$ cat src/fhan_pkg.sv
`timescale 1ns / 1ps
// Shared types, constants and register codes of the tracking differentiator.
package fhan_pkg;

	localparam int unsigned WIDE_W = 128;
	localparam int unsigned OPB_W  = 64;
	localparam int unsigned CNT_W  = 7;

	localparam logic [1:0] REG_TRACK_SPEED    = 2'd0;
	localparam logic [1:0] REG_STEP_PERIOD    = 2'd1;
	localparam logic [1:0] REG_FILTER_FACTOR  = 2'd2;
	localparam logic [1:0] REG_VELOCITY_LIMIT = 2'd3;

	localparam logic [46:0] TRACK_SPEED_RST    = 47'd1677721600;
	localparam logic [31:0] STEP_PERIOD_RST    = 32'd4294967;
	localparam logic [15:0] FILTER_FACTOR_RST  = 16'd256;
	localparam logic [46:0] VELOCITY_LIMIT_RST = 47'd0;

	localparam logic [15:0] FILTER_FACTOR_MIN = 16'd256;
	localparam logic [60:0] LIN_CAP           = 61'h1 << 60;

	localparam logic CMD_UPDATE = 1'b0;
	localparam logic CMD_LOAD   = 1'b1;

	typedef enum logic [1:0] {
		ALU_MUL,
		ALU_DIV,
		ALU_SQRT
	} alu_op_t;

	typedef struct packed {
		logic              start;
		alu_op_t           op;
		logic [WIDE_W-1:0] a;
		logic [OPB_W-1:0]  b;
		logic [CNT_W-1:0]  steps;
	} alu_req_t;

	typedef struct packed {
		logic              done;
		logic [WIDE_W-1:0] res;
	} alu_rsp_t;

	typedef struct packed {
		logic [46:0] r;
		logic [31:0] h;
		logic [15:0] n;
		logic [46:0] lim;
	} cfg_t;

	typedef struct packed {
		logic        idle;
		logic        valid;
		logic [47:0] position;
		logic [47:0] velocity;
	} seq_status_t;

	typedef enum logic [4:0] {
		ST_IDLE,
		ST_RH,
		ST_NH,
		ST_D0,
		ST_HX2,
		ST_BR,
		ST_LIN,
		ST_DD,
		ST_RY,
		ST_SQ,
		ST_A,
		ST_FH,
		ST_RAM,
		ST_LQ,
		ST_HFH,
		ST_HX1,
		ST_DONE
	} seq_state_t;

endpackage

$ cat src/fhan_seq.sv
`timescale 1ns / 1ps
// Sequencer and state of the tracking differentiator around the shared unit.
module fhan_seq (
	input  logic                  clk,
	input  logic                  arst_n,
	input  logic                  start,
	input  logic                  cmd,
	input  logic [47:0]           value,
	input  logic                  out_free,
	input  fhan_pkg::cfg_t        cfg,
	input  fhan_pkg::alu_rsp_t    rsp,
	output fhan_pkg::alu_req_t    req,
	output fhan_pkg::seq_status_t status
);

	fhan_pkg::seq_state_t state_q, state_d;
	logic         issued_q;
	logic [47:0]  x1_q, x2_q, tgt_q, fh_q;
	logic [46:0]  d_q;
	logic [47:0]  nh_q;
	logic [54:0]  d0_q;
	logic [50:0]  y_q;
	logic [60:0]  mag_q;
	logic [93:0]  dd_q;
	logic [100:0] sq_q;
	logic [61:0]  a_q;
	logic [93:0]  prod_q;

	logic         issuing;
	logic [15:0]  n_eff;
	logic [47:0]  mh, x2_mag, fh_mag;
	logic [50:0]  y_new;
	logic [50:0]  y_neg;
	logic [49:0]  ym;
	logic         y_pos;
	logic         lin_short;
	logic [60:0]  lin_cap;
	logic [50:0]  a0_diff;
	logic [61:0]  x2s, a_new, am;
	logic         a_pos;
	logic [49:0]  nx2_raw, x1_raw;
	logic [47:0]  nx2_sat, nx2, x1_sat, lim48, lq48;

	function automatic logic [47:0] sat48(input logic [49:0] v);
		if (v[49:47] != {3{v[49]}}) begin
			return v[49] ? 48'h8000_0000_0000 : 48'h7FFF_FFFF_FFFF;
		end
		return v[47:0];
	endfunction

	always_comb begin
		n_eff   = (cfg.n < fhan_pkg::FILTER_FACTOR_MIN) ? fhan_pkg::FILTER_FACTOR_MIN : cfg.n;
		mh      = rsp.res[79:32];
		x2_mag  = x2_q[47] ? (48'd0 - x2_q) : x2_q;
		fh_mag  = fh_q[47] ? (48'd0 - fh_q) : fh_q;
		y_new   = {{3{x1_q[47]}}, x1_q} - {{3{tgt_q[47]}}, tgt_q}
			+ (x2_q[47] ? (51'd0 - {3'b0, mh}) : {3'b0, mh});
		y_neg   = 51'd0 - y_q;
		ym      = y_q[50] ? y_neg[49:0] : y_q[49:0];
		y_pos   = !y_q[50] && (y_q != 51'd0);
		// A zero period or a quotient of at least twice the cap needs no division.
		lin_short = (cfg.h == 32'd0) || ({11'b0, ym} >= ({29'b0, cfg.h} << 29));
		lin_cap = (rsp.res[60:0] > fhan_pkg::LIN_CAP) ? fhan_pkg::LIN_CAP : rsp.res[60:0];
		a0_diff = rsp.res[50:0] - {4'b0, d_q};
		x2s     = {{14{x2_q[47]}}, x2_q};
		a_new   = y_pos ? (x2s + {1'b0, mag_q}) : (x2s - {1'b0, mag_q});
		am      = a_q[61] ? (62'd0 - a_q) : a_q;
		a_pos   = !a_q[61] && (a_q != 62'd0);
		lq48    = {1'b0, rsp.res[46:0]};
		nx2_raw = {{2{x2_q[47]}}, x2_q}
			+ (fh_q[47] ? (50'd0 - {2'b0, mh}) : {2'b0, mh});
		nx2_sat = sat48(nx2_raw);
		lim48   = {1'b0, cfg.lim};
		nx2     = nx2_sat;
		if (cfg.lim != 47'd0) begin
			if ($signed(nx2_sat) > $signed(lim48)) begin
				nx2 = lim48;
			end else if ($signed(nx2_sat) < $signed(48'd0 - lim48)) begin
				nx2 = 48'd0 - lim48;
			end
		end
		x1_raw  = {{2{x1_q[47]}}, x1_q}
			+ (x2_q[47] ? (50'd0 - {2'b0, mh}) : {2'b0, mh});
		x1_sat  = sat48(x1_raw);
	end

	// Next state.
	always_comb begin
		state_d = state_q;
		case (state_q)
			fhan_pkg::ST_IDLE: begin
				if (start) begin
					state_d = (cmd == fhan_pkg::CMD_LOAD) ? fhan_pkg::ST_DONE : fhan_pkg::ST_RH;
				end
			end
			fhan_pkg::ST_RH:  if (rsp.done) state_d = fhan_pkg::ST_NH;
			fhan_pkg::ST_NH:  if (rsp.done) state_d = fhan_pkg::ST_D0;
			fhan_pkg::ST_D0:  if (rsp.done) state_d = fhan_pkg::ST_HX2;
			fhan_pkg::ST_HX2: if (rsp.done) state_d = fhan_pkg::ST_BR;
			fhan_pkg::ST_BR: begin
				if ({5'b0, ym} <= d0_q) begin
					state_d = lin_short ? fhan_pkg::ST_A : fhan_pkg::ST_LIN;
				end else begin
					state_d = fhan_pkg::ST_DD;
				end
			end
			fhan_pkg::ST_LIN: if (rsp.done) state_d = fhan_pkg::ST_A;
			fhan_pkg::ST_DD:  if (rsp.done) state_d = fhan_pkg::ST_RY;
			fhan_pkg::ST_RY:  if (rsp.done) state_d = fhan_pkg::ST_SQ;
			fhan_pkg::ST_SQ:  if (rsp.done) state_d = fhan_pkg::ST_A;
			fhan_pkg::ST_A:   state_d = fhan_pkg::ST_FH;
			fhan_pkg::ST_FH: begin
				if (a_q != 62'd0 && am <= {15'b0, d_q}) begin
					state_d = fhan_pkg::ST_RAM;
				end else begin
					state_d = fhan_pkg::ST_HFH;
				end
			end
			fhan_pkg::ST_RAM: if (rsp.done) state_d = fhan_pkg::ST_LQ;
			fhan_pkg::ST_LQ:  if (rsp.done) state_d = fhan_pkg::ST_HFH;
			fhan_pkg::ST_HFH: if (rsp.done) state_d = fhan_pkg::ST_HX1;
			fhan_pkg::ST_HX1: if (rsp.done) state_d = fhan_pkg::ST_DONE;
			fhan_pkg::ST_DONE: if (out_free) state_d = fhan_pkg::ST_IDLE;
			default: state_d = fhan_pkg::ST_IDLE;
		endcase
	end

	// Requests to the shared unit.
	always_comb begin
		issuing   = 1'b1;
		req.op    = fhan_pkg::ALU_MUL;
		req.a     = '0;
		req.b     = '0;
		req.steps = 7'd32;
		case (state_q)
			fhan_pkg::ST_RH: begin
				req.a = {81'b0, cfg.r};
				req.b = {32'b0, cfg.h};
			end
			fhan_pkg::ST_NH: begin
				req.a     = {96'b0, cfg.h};
				req.b     = {48'b0, n_eff};
				req.steps = 7'd16;
			end
			fhan_pkg::ST_D0: begin
				req.a     = {80'b0, nh_q};
				req.b     = {17'b0, d_q};
				req.steps = 7'd47;
			end
			fhan_pkg::ST_HX2, fhan_pkg::ST_HX1: begin
				req.a = {80'b0, x2_mag};
				req.b = {32'b0, cfg.h};
			end
			fhan_pkg::ST_LIN: begin
				req.op    = fhan_pkg::ALU_DIV;
				req.a     = {46'b0, ym, 32'b0};
				req.b     = {32'b0, cfg.h};
				req.steps = 7'd61;
			end
			fhan_pkg::ST_DD: begin
				req.a     = {81'b0, d_q};
				req.b     = {17'b0, d_q};
				req.steps = 7'd47;
			end
			fhan_pkg::ST_RY: begin
				req.a     = {75'b0, ym, 3'b0};
				req.b     = {17'b0, cfg.r};
				req.steps = 7'd47;
			end
			fhan_pkg::ST_SQ: begin
				req.op    = fhan_pkg::ALU_SQRT;
				req.a     = {27'b0, sq_q};
				req.steps = 7'd51;
			end
			fhan_pkg::ST_RAM: begin
				req.a     = {81'b0, am[46:0]};
				req.b     = {17'b0, cfg.r};
				req.steps = 7'd47;
			end
			fhan_pkg::ST_LQ: begin
				req.op    = fhan_pkg::ALU_DIV;
				req.a     = {34'b0, prod_q};
				req.b     = {17'b0, d_q};
				req.steps = 7'd47;
			end
			fhan_pkg::ST_HFH: begin
				req.a = {80'b0, fh_mag};
				req.b = {32'b0, cfg.h};
			end
			default: issuing = 1'b0;
		endcase
		req.start = issuing && !issued_q;
	end

	always_ff @(posedge clk or negedge arst_n) begin
		if (!arst_n) begin
			state_q  <= fhan_pkg::ST_IDLE;
			issued_q <= 1'b0;
			x1_q     <= '0;
			x2_q     <= '0;
		end else begin
			state_q <= state_d;
			if (req.start) begin
				issued_q <= 1'b1;
			end else if (rsp.done) begin
				issued_q <= 1'b0;
			end
			if (state_q == fhan_pkg::ST_IDLE && start && cmd == fhan_pkg::CMD_LOAD) begin
				x1_q <= value;
				x2_q <= '0;
			end
			if (state_q == fhan_pkg::ST_HFH && rsp.done) begin
				x2_q <= nx2;
			end
			if (state_q == fhan_pkg::ST_HX1 && rsp.done) begin
				x1_q <= x1_sat;
			end
		end
	end

	always_ff @(posedge clk) begin
		case (state_q)
			fhan_pkg::ST_IDLE: if (start) tgt_q <= value;
			fhan_pkg::ST_RH:   if (rsp.done) d_q <= rsp.res[78:32];
			fhan_pkg::ST_NH:   if (rsp.done) nh_q <= rsp.res[47:0];
			fhan_pkg::ST_D0:   if (rsp.done) d0_q <= rsp.res[94:40];
			fhan_pkg::ST_HX2:  if (rsp.done) y_q <= y_new;
			fhan_pkg::ST_BR: begin
				if (cfg.h == 32'd0) begin
					mag_q <= '0;
				end else begin
					mag_q <= fhan_pkg::LIN_CAP;
				end
			end
			fhan_pkg::ST_LIN:  if (rsp.done) mag_q <= lin_cap;
			fhan_pkg::ST_DD:   if (rsp.done) dd_q <= rsp.res[93:0];
			fhan_pkg::ST_RY:   if (rsp.done) sq_q <= {7'b0, dd_q} + rsp.res[100:0];
			fhan_pkg::ST_SQ:   if (rsp.done) mag_q <= {11'b0, a0_diff[50:1]};
			fhan_pkg::ST_A:    a_q <= a_new;
			fhan_pkg::ST_FH: begin
				if (a_q == 62'd0) begin
					fh_q <= '0;
				end else begin
					fh_q <= a_pos ? (48'd0 - {1'b0, cfg.r}) : {1'b0, cfg.r};
				end
			end
			fhan_pkg::ST_RAM:  if (rsp.done) prod_q <= rsp.res[93:0];
			fhan_pkg::ST_LQ:   if (rsp.done) fh_q <= a_pos ? (48'd0 - lq48) : lq48;
			default: begin
			end
		endcase
	end

	assign status.idle     = (state_q == fhan_pkg::ST_IDLE);
	assign status.valid    = (state_q == fhan_pkg::ST_DONE);
	assign status.position = x1_q;
	assign status.velocity = x2_q;

	a_done_expected: assert property (@(posedge clk) disable iff (!arst_n)
		rsp.done |-> issued_q)
		else $error("unit completed without an outstanding request");
	a_idle_quiet: assert property (@(posedge clk) disable iff (!arst_n)
		(state_q == fhan_pkg::ST_IDLE) |-> !issued_q)
		else $error("request left outstanding in idle");
	a_one_request: assert property (@(posedge clk) disable iff (!arst_n)
		req.start |=> !req.start)
		else $error("two requests issued back to back");

endmodule

$ cat config.mk
export PLATFORM = sky130hd
export DESIGN_NAME = fhan_seq
export DESIGN_NICKNAME = d
export VERILOG_FILES = /design/src/fhan_pkg.sv /design/src/fhan_seq.sv
export SDC_FILE = /design/constraint.sdc
export NUM_CORES = 2
export LEC_CHECK = 0
export ABC_AREA = 1
export BUFFER_PORTS_ARGS = -buffer_cell sky130_fd_sc_hd__buf_2
export CORE_MARGIN = 10
export CORE_UTILIZATION = 45
export CTS_BUF_LIST = sky130_fd_sc_hd__clkbuf_8
export DETAILED_ROUTE_END_ITERATION = 7
export GPL_TIMING_DRIVEN = 0
export HOLD_SLACK_MARGIN = 0.02
export PLACE_DENSITY = 0.61
export RECOVER_POWER = 50
export SYNTH_ARGS = -nofsm -noshare
export SYNTH_HDL_FRONTEND = slang
export SYNTH_SLANG_ARGS = --single-unit
$ cat constraint.sdc
create_clock -name clk -period 7.8 [get_ports clk]
set_clock_uncertainty 0.05 [all_clocks]
set_input_delay 0.78 -clock clk [delete_from_list [all_inputs] [get_ports clk]]
set_output_delay 0.78 -clock clk [all_outputs]
set_load 0.02 [all_outputs]
## Yosys cells after proc, flatten, opt, wreduce, memory -nomap -nowiden

Cells that the tools add are included.

| cells by class | value |
|---|---|
| order comparisons | 7 |
| add/subtract/negate cells | 17 |
| equal/unequal tests | 33 |
| reduce and logical (&&, ||, !) cells | 42 |
| muxes and demuxes | 59 |

Operators by type and width:

| kind | count |
|---|---|
| 101-bit one-hot mux with 11 select lines | 1 |
| 48-bit two-way mux | 19 |
| 61-bit two-way mux | 4 |
| 47-bit one-hot mux with 4 select lines | 1 |
| 61-bit one-hot mux with 3 select lines | 1 |
| 50-bit two-way mux | 3 |
| 1-bit by 47-bit subtractor with 48-bit output, first input constant | 3 |
| 62-bit two-way mux | 2 |
| 94-bit by 101-bit adder with 101-bit output | 1 |
| 50-bit adder | 2 |
| 1-bit by 48-bit subtractor with 49-bit output, first input constant | 2 |
| 48-bit one-hot mux with 2 select lines | 1 |
| 1-bit by 48-bit subtractor with 48-bit output, first input constant | 2 |
| 5-bit one-hot mux with 16 select lines | 1 |
| 5-bit two-way mux | 14 |
| 62-bit by 61-bit adder with 62-bit output | 1 |
| 62-bit by 47-bit <= comparator with 1-bit output | 1 |
| 62-bit logical NOT | 1 |
| 62-bit nonzero test | 1 |
| 1-bit by 62-bit subtractor with 62-bit output, first input constant | 1 |
| 62-bit by 61-bit subtractor with 62-bit output | 1 |
| 50-bit by 61-bit greater-or-equal comparator with 1-bit output | 1 |
| 61-bit > comparator, second input constant | 1 |
| 50-bit by 55-bit <= comparator with 1-bit output | 1 |
| other kinds (38) | 92 |

| storage, ports and cells | value |
|---|---|
| word-level logic and storage cells | 173 |
| output and inout port bits | 300 |
| register bits | 811 |
| bits of input ports | 324 |

## Longest topological paths before layout

| depth | value |
|---|---|
| depth after elaboration | 11 |
| depth in mapped cells | 58 |
| mapped depth without buffers | 55 |

## Worst setup path before layout

Ideal clock, no wire load.

| path | value |
|---|---|
| kind | input -> register |
| start | input port rsp[32] (netlist name) |
| end | register x2_q[9] |
| cell stages on the path | 50 |
| path buffers | 3 |
| path slack | 1.214 ns |
| data arrival time | 6.418 ns |
| required time | 7.633 ns |
| library setup time | 0.117 ns |
| path through | inv_1 -> ha_1 -> nand3_2 -> nor2_4 -> nand2_2 -> nor2_4 -> nand3_2 -> nor2_2 -> nand3_2 -> nor2_4 -> nand4_1 -> nor2_2 -> nand2_2 -> nor2_1 -> xor2_1 -> o21ai_1 -> ha_1 -> a21oi_1 -> (+14 left out) -> nor2_1 -> nand4_1 -> nor4_1 -> nand2_1 -> nand2_1 -> nand2_1 -> nand2_1 -> nand2_1 -> nand2_1 -> nand2_1 -> nand2_4 -> buf_6 -> buf_4 -> nand3_1 -> nand2_1 -> nand2_1 -> nand3_1 -> nand2_1 |

| on the way | value |
|---|---|
| longest elaborated chain between the ends | 11 |

Ends and longest elaborated chain:

| what | RTL line | text |
|---|---|---|
| from (decl) | fhan_seq.sv:11 | `input fhan_pkg::alu_rsp_t rsp,` |
| 1-bit by 48-bit subtractor with 49-bit output | fhan_seq.sv:71 | `+ (fh_q[47] ? (50'd0 - {2'b0, mh}) : {2'b0, mh});` |
| 50-bit two-way mux (*) | fhan_seq.sv:71 |  |
| 50-bit adder (*) | fhan_seq.sv:71 |  |
| 2-bit inequality test or 48-bit two-way mux (tied branches) | fhan_seq.sv:45, fhan_seq.sv:46 |  |
| 1-bit two-way mux or 48-bit two-way mux (tied branches) | fhan_seq.sv:45 | `if (v[49:47] != {3{v[49]}}) begin` |
| 48-bit two-way mux (*) | fhan_seq.sv:48 | `return v[47:0];` |
| 48-bit < comparator | fhan_seq.sv:78 | `end else if ($signed(nx2_sat) < $signed(48'd0 - lim48)) begin` |
| 48-bit two-way mux | fhan_seq.sv:78 |  |
| 48-bit two-way mux | fhan_seq.sv:76 | `if ($signed(nx2_sat) > $signed(lim48)) begin` |
| 48-bit two-way mux (*) | fhan_seq.sv:75 | `if (cfg.lim != 47'd0) begin` |
| 48-bit two-way mux (*) | fhan_seq.sv:212 | `if (state_q == fhan_pkg::ST_HFH && rsp.done) begin` |
| to (signal assigned) | fhan_seq.sv:213 | `x2_q <= nx2;` |
| to (decl) | fhan_seq.sv:18 | `logic [47:0] x1_q, x2_q, tgt_q, fh_q;` |

Every way passes the cells marked *; elsewhere a longest branch is shown, timed or not. The select of a mux whose other input is x is not followed.
A chain may end at the register's enable or synchronous reset.

## Final worst setup path

| path | value |
|---|---|
| start | input port rsp[45] (netlist name) |
| end | register x2_q[42] |

Same word-level chain as after synthesis.

==> results.yml <==
outcome:
  status: "finished, violations left"
  violations: "capacitance limit, slew limit"
grt:
  grt_util_met3: 0.151
  grt_max_degree: 70
  use_met1: 0.522
  grtUsageTotal: 0.441
  grt_pass1_vias: 82867
  grt_first_pass_wirelength_um: 610000
  antenna_found_initial: 44
  grt-ovfl-total: 0
  grt.met2_usage: 0.655
  busiest_layer: "met2"
critical_path:
  startpoint: "rsp[45]"
  critPathRequiredTime_ps: 8560
  worst-r2r-setup-slack_ps: 250
  cp_num_cells: 42
  crit_slowest_cell: "clkbuf_1"
  path_delay_family: "simple AND/OR/NAND/NOR gates"
  worstRegToRegCells: 38
  rr_endpoint: "x2_q[42]"
  setup.worst_path.end_class: "flip-flop"
  path_common_cell: "nand2_1"
  critPathMaxStageDelay_ps: 990
  critical_path_buf_inv_count: 10
  crit_path_start_kind: "input port"
  crit_fanout: 10
  reg2reg_from: "fh_q[47]"
  path_class: "input port to flip-flop"
  crit_path_end: "x2_q[42]"
  arrival_ps: 8480
detailed_routing:
  wl_um: 449000
  dr.pass1.iters: 7
  vias_per_cell: 6.23
  dr_total_vias: 89337
  drtIter0Drc: 12670
  post_drt_wl_per_cell_um: 31.3
  drc: 0
  detail-route-antenna-nets: 0
sta:
  timing.fmax_mhz: 130
  finalSetupViolCount: 0
  hold_viol_final: 0
  worstMarginPinSlew_ps: 1670
  maxSlewViolCount: 94
  slew-limit-headroom: -0.122
  min_period_ps: 7720
  period_share: 0.990
  tns_ps: 0
power:
  p_clk_frac: 0.120
  p_switching_mw: 20.5
  total_leakage_power_nw: 40.2
  p_sw_frac: 0.570
  sequentialPowerShare: 0.196
  p_per_area_nw_per_um2: 400
  share_comb_of_total_power: 0.684
  p_int_mw: 15.4
  ir_worst_vdd_mv: 0.395
  finalPower_mw: 35.9
place:
  dp_cells: 13928
  finalWeightedCongestion: 1.15
  port-buffer-count: 551
  place_area_um2: 85400
  hpwl_um: 371000
synthesis:
  synth_top_flop_cell: "edfxtp_1"
  synth_area_leader_cell: "edfxtp_1"
  synth_common_cells: "nand2_1 (2211), inv_1 (1529), nor2_1 (1251)"
  synth-edff-count: 709
  ys.warnings.count: 0
  ys_types: 84
  synth-seq-cells: 811
  synth_cells: 10976
  yosys-top-cells-area: "edfxtp_1 (27%), nand2_1 (11%), ha_1 (9.8%)"
  synth_area_um2: 78800
  synth_top_area_frac: 0.270
  synth_async_sr_flop_share: 0.126
  avgSynthCellArea_um2: 7.18
  yosys.cell_count.top_type: "nand2_1"
  yosysSeqAreaShare: 0.302
final_layout:
  nets: 12796
  seq_area_um2: 23800
  fillCellCount: 17238
  final_area_um2: 89800
  final_cells: 14332
  final_core_util: 0.516
  area_growth_pct: 13.9
  drive_gt1_frac: 0.0989
  multi_input_area_um2: 48200
floorplan:
  fp.dieW_um: 439
  die-area_um2: 192000
  fp.dieH_um: 439
  core_um2: 174000
  pin_count: 624
  start_util: 0.453
  fp-row-count: 153
clock_network:
  cts-root-buf: "clkbuf_8"
  htree_levels: 4
  clock_latency_ps: 1010
  cts_tree: "built"
  cts_buffer_depth: 3
  cts.sinks: 811
  path_clk_slew_ps: 60
  cts_buffers: 154
min_path:
  worstHoldStart: "rsp[99]"
  hold_class: "input port to flip-flop"
flow_run:
  cap_viol_max_count: 23
-- sequential cells by signal, summed over array words and instances (netlist names), 47 cells and up --
signal / count
x2_q: 48
x1_q: 48
d_q: 47
d0_q: 55
a_q: 62
fh_q: 48
sq_q: 101
mag_q: 61
tgt_q: 48
nh_q: 48
y_q: 51
prod_q: 94
dd_q: 94
-- power by group through the flow --
stage / Clock, mW / Sequential (mW) / Combinational (mW)
after global routing: 4.46 / 7.00 / 26.0
after CTS: 4.27 / 6.94 / 23.3
final: 4.29 / 7.04 / 24.5
after floorplan: 0 / 6.59 / 14.9
after detailed placement: 0 / 7.03 / 23.0
after global placement: 0 / 7.08 / 22.7
-- worst min path at each step --
stage                          end  slack (ps)  cells after the start
after detailed placement  issued_q         430                      1
after global placement    issued_q         430                      1
final                     sq_q[99]         110                      2
after floorplan           issued_q         410                      1
after CTS                 sq_q[99]          20                      2
after global routing      sq_q[99]          90                      2
-- final cells by class --
cell class | instances | share of cell area
Multi-Input combinational cell | 8350 | 0.537
Sequential cell | 811 | 0.266
Inverter | 1559 | 0.0653
Timing Repair Buffer | 674 | 0.0463
Tap cell | 2325 | 0.0324
Clock buffer | 156 | 0.0239
Buffer | 297 | 0.0191
Clock inverter | 126 | 0.00914
Antenna cell | 34 | 0.000948
-- per-layer routing --
metal | vias up | routed length (um)
li1 | 39111 | -
met1 | 41956 | 161000
met2 | 6501 | 187000
met3 | 1749 | 57500
met4 | 20 | 43000
met5 | - | 164
-- stage by stage --
step,hold WS [ps],setup slack [ps]
global placement,430,-2260
finish,108,78.1
detailed placement,434,-2290
global route,88.9,-33.9
CTS,23.4,3.79
floorplan,412,1210
-- cells by family (layout without fill, tap and decap cells) --
| logic type | after synthesis | count (layout) | synth area share |
|---|---|---|---|
| and+or+nand+nor | 4688 | 4688 | 0.256 |
| AOI/OAI and AO/OA | 2356 | 2356 | 0.176 |
| buffers and inverters | 1859 | 2812 | 0.0949 |
| DFF | 811 | 811 | 0.302 |
| xor gates and xnor gates | 636 | 636 | 0.0709 |
| adders and majority gates | 625 | 625 | 0.0999 |
| other | 1 | 79 | 0.0000476 |
-- timing repair --
action | 4_1_cts | 5_1_grt
pin swaps | 2 | 19
gates resized for setup | 37 | 89
endpoints found under the setup margin | 48 | 48
setup buffers | 4 | 20
hold endpoints to repair | 157 | 0
hold buffers | 66 | 0
-- cell usage in the layout (no fill, tap or decap), types with 32 or more instances in the layout --
master         instances
a21o_1                50
a21oi_1              837
a221oi_1              59
a22oi_1               68
a31oi_1              128
buf_2                522
buf_4                 91
clkbuf_1             192
clkbuf_8             156
clkinv_1              40
conb_1                45
dfrtp_1              102
diode_2               34
dlygate4sd3_1         66
edfxtp_1             709
ha_1                 617
inv_1               1563
nand2_1             2206
nand3_1              579
nand3_2               34
nand4_1              156
nor2_1              1235
nor2_2                32
nor2_4                36
nor3_1               188
nor4_1                97
o211ai_1              61
o21a_1                99
o21ai_0              660
o21ai_1               52
o21bai_1              34
o221ai_1              34
o22ai_1               65
xnor2_1              197
xor2_1               421
Power figures use the tool's default switching activity.
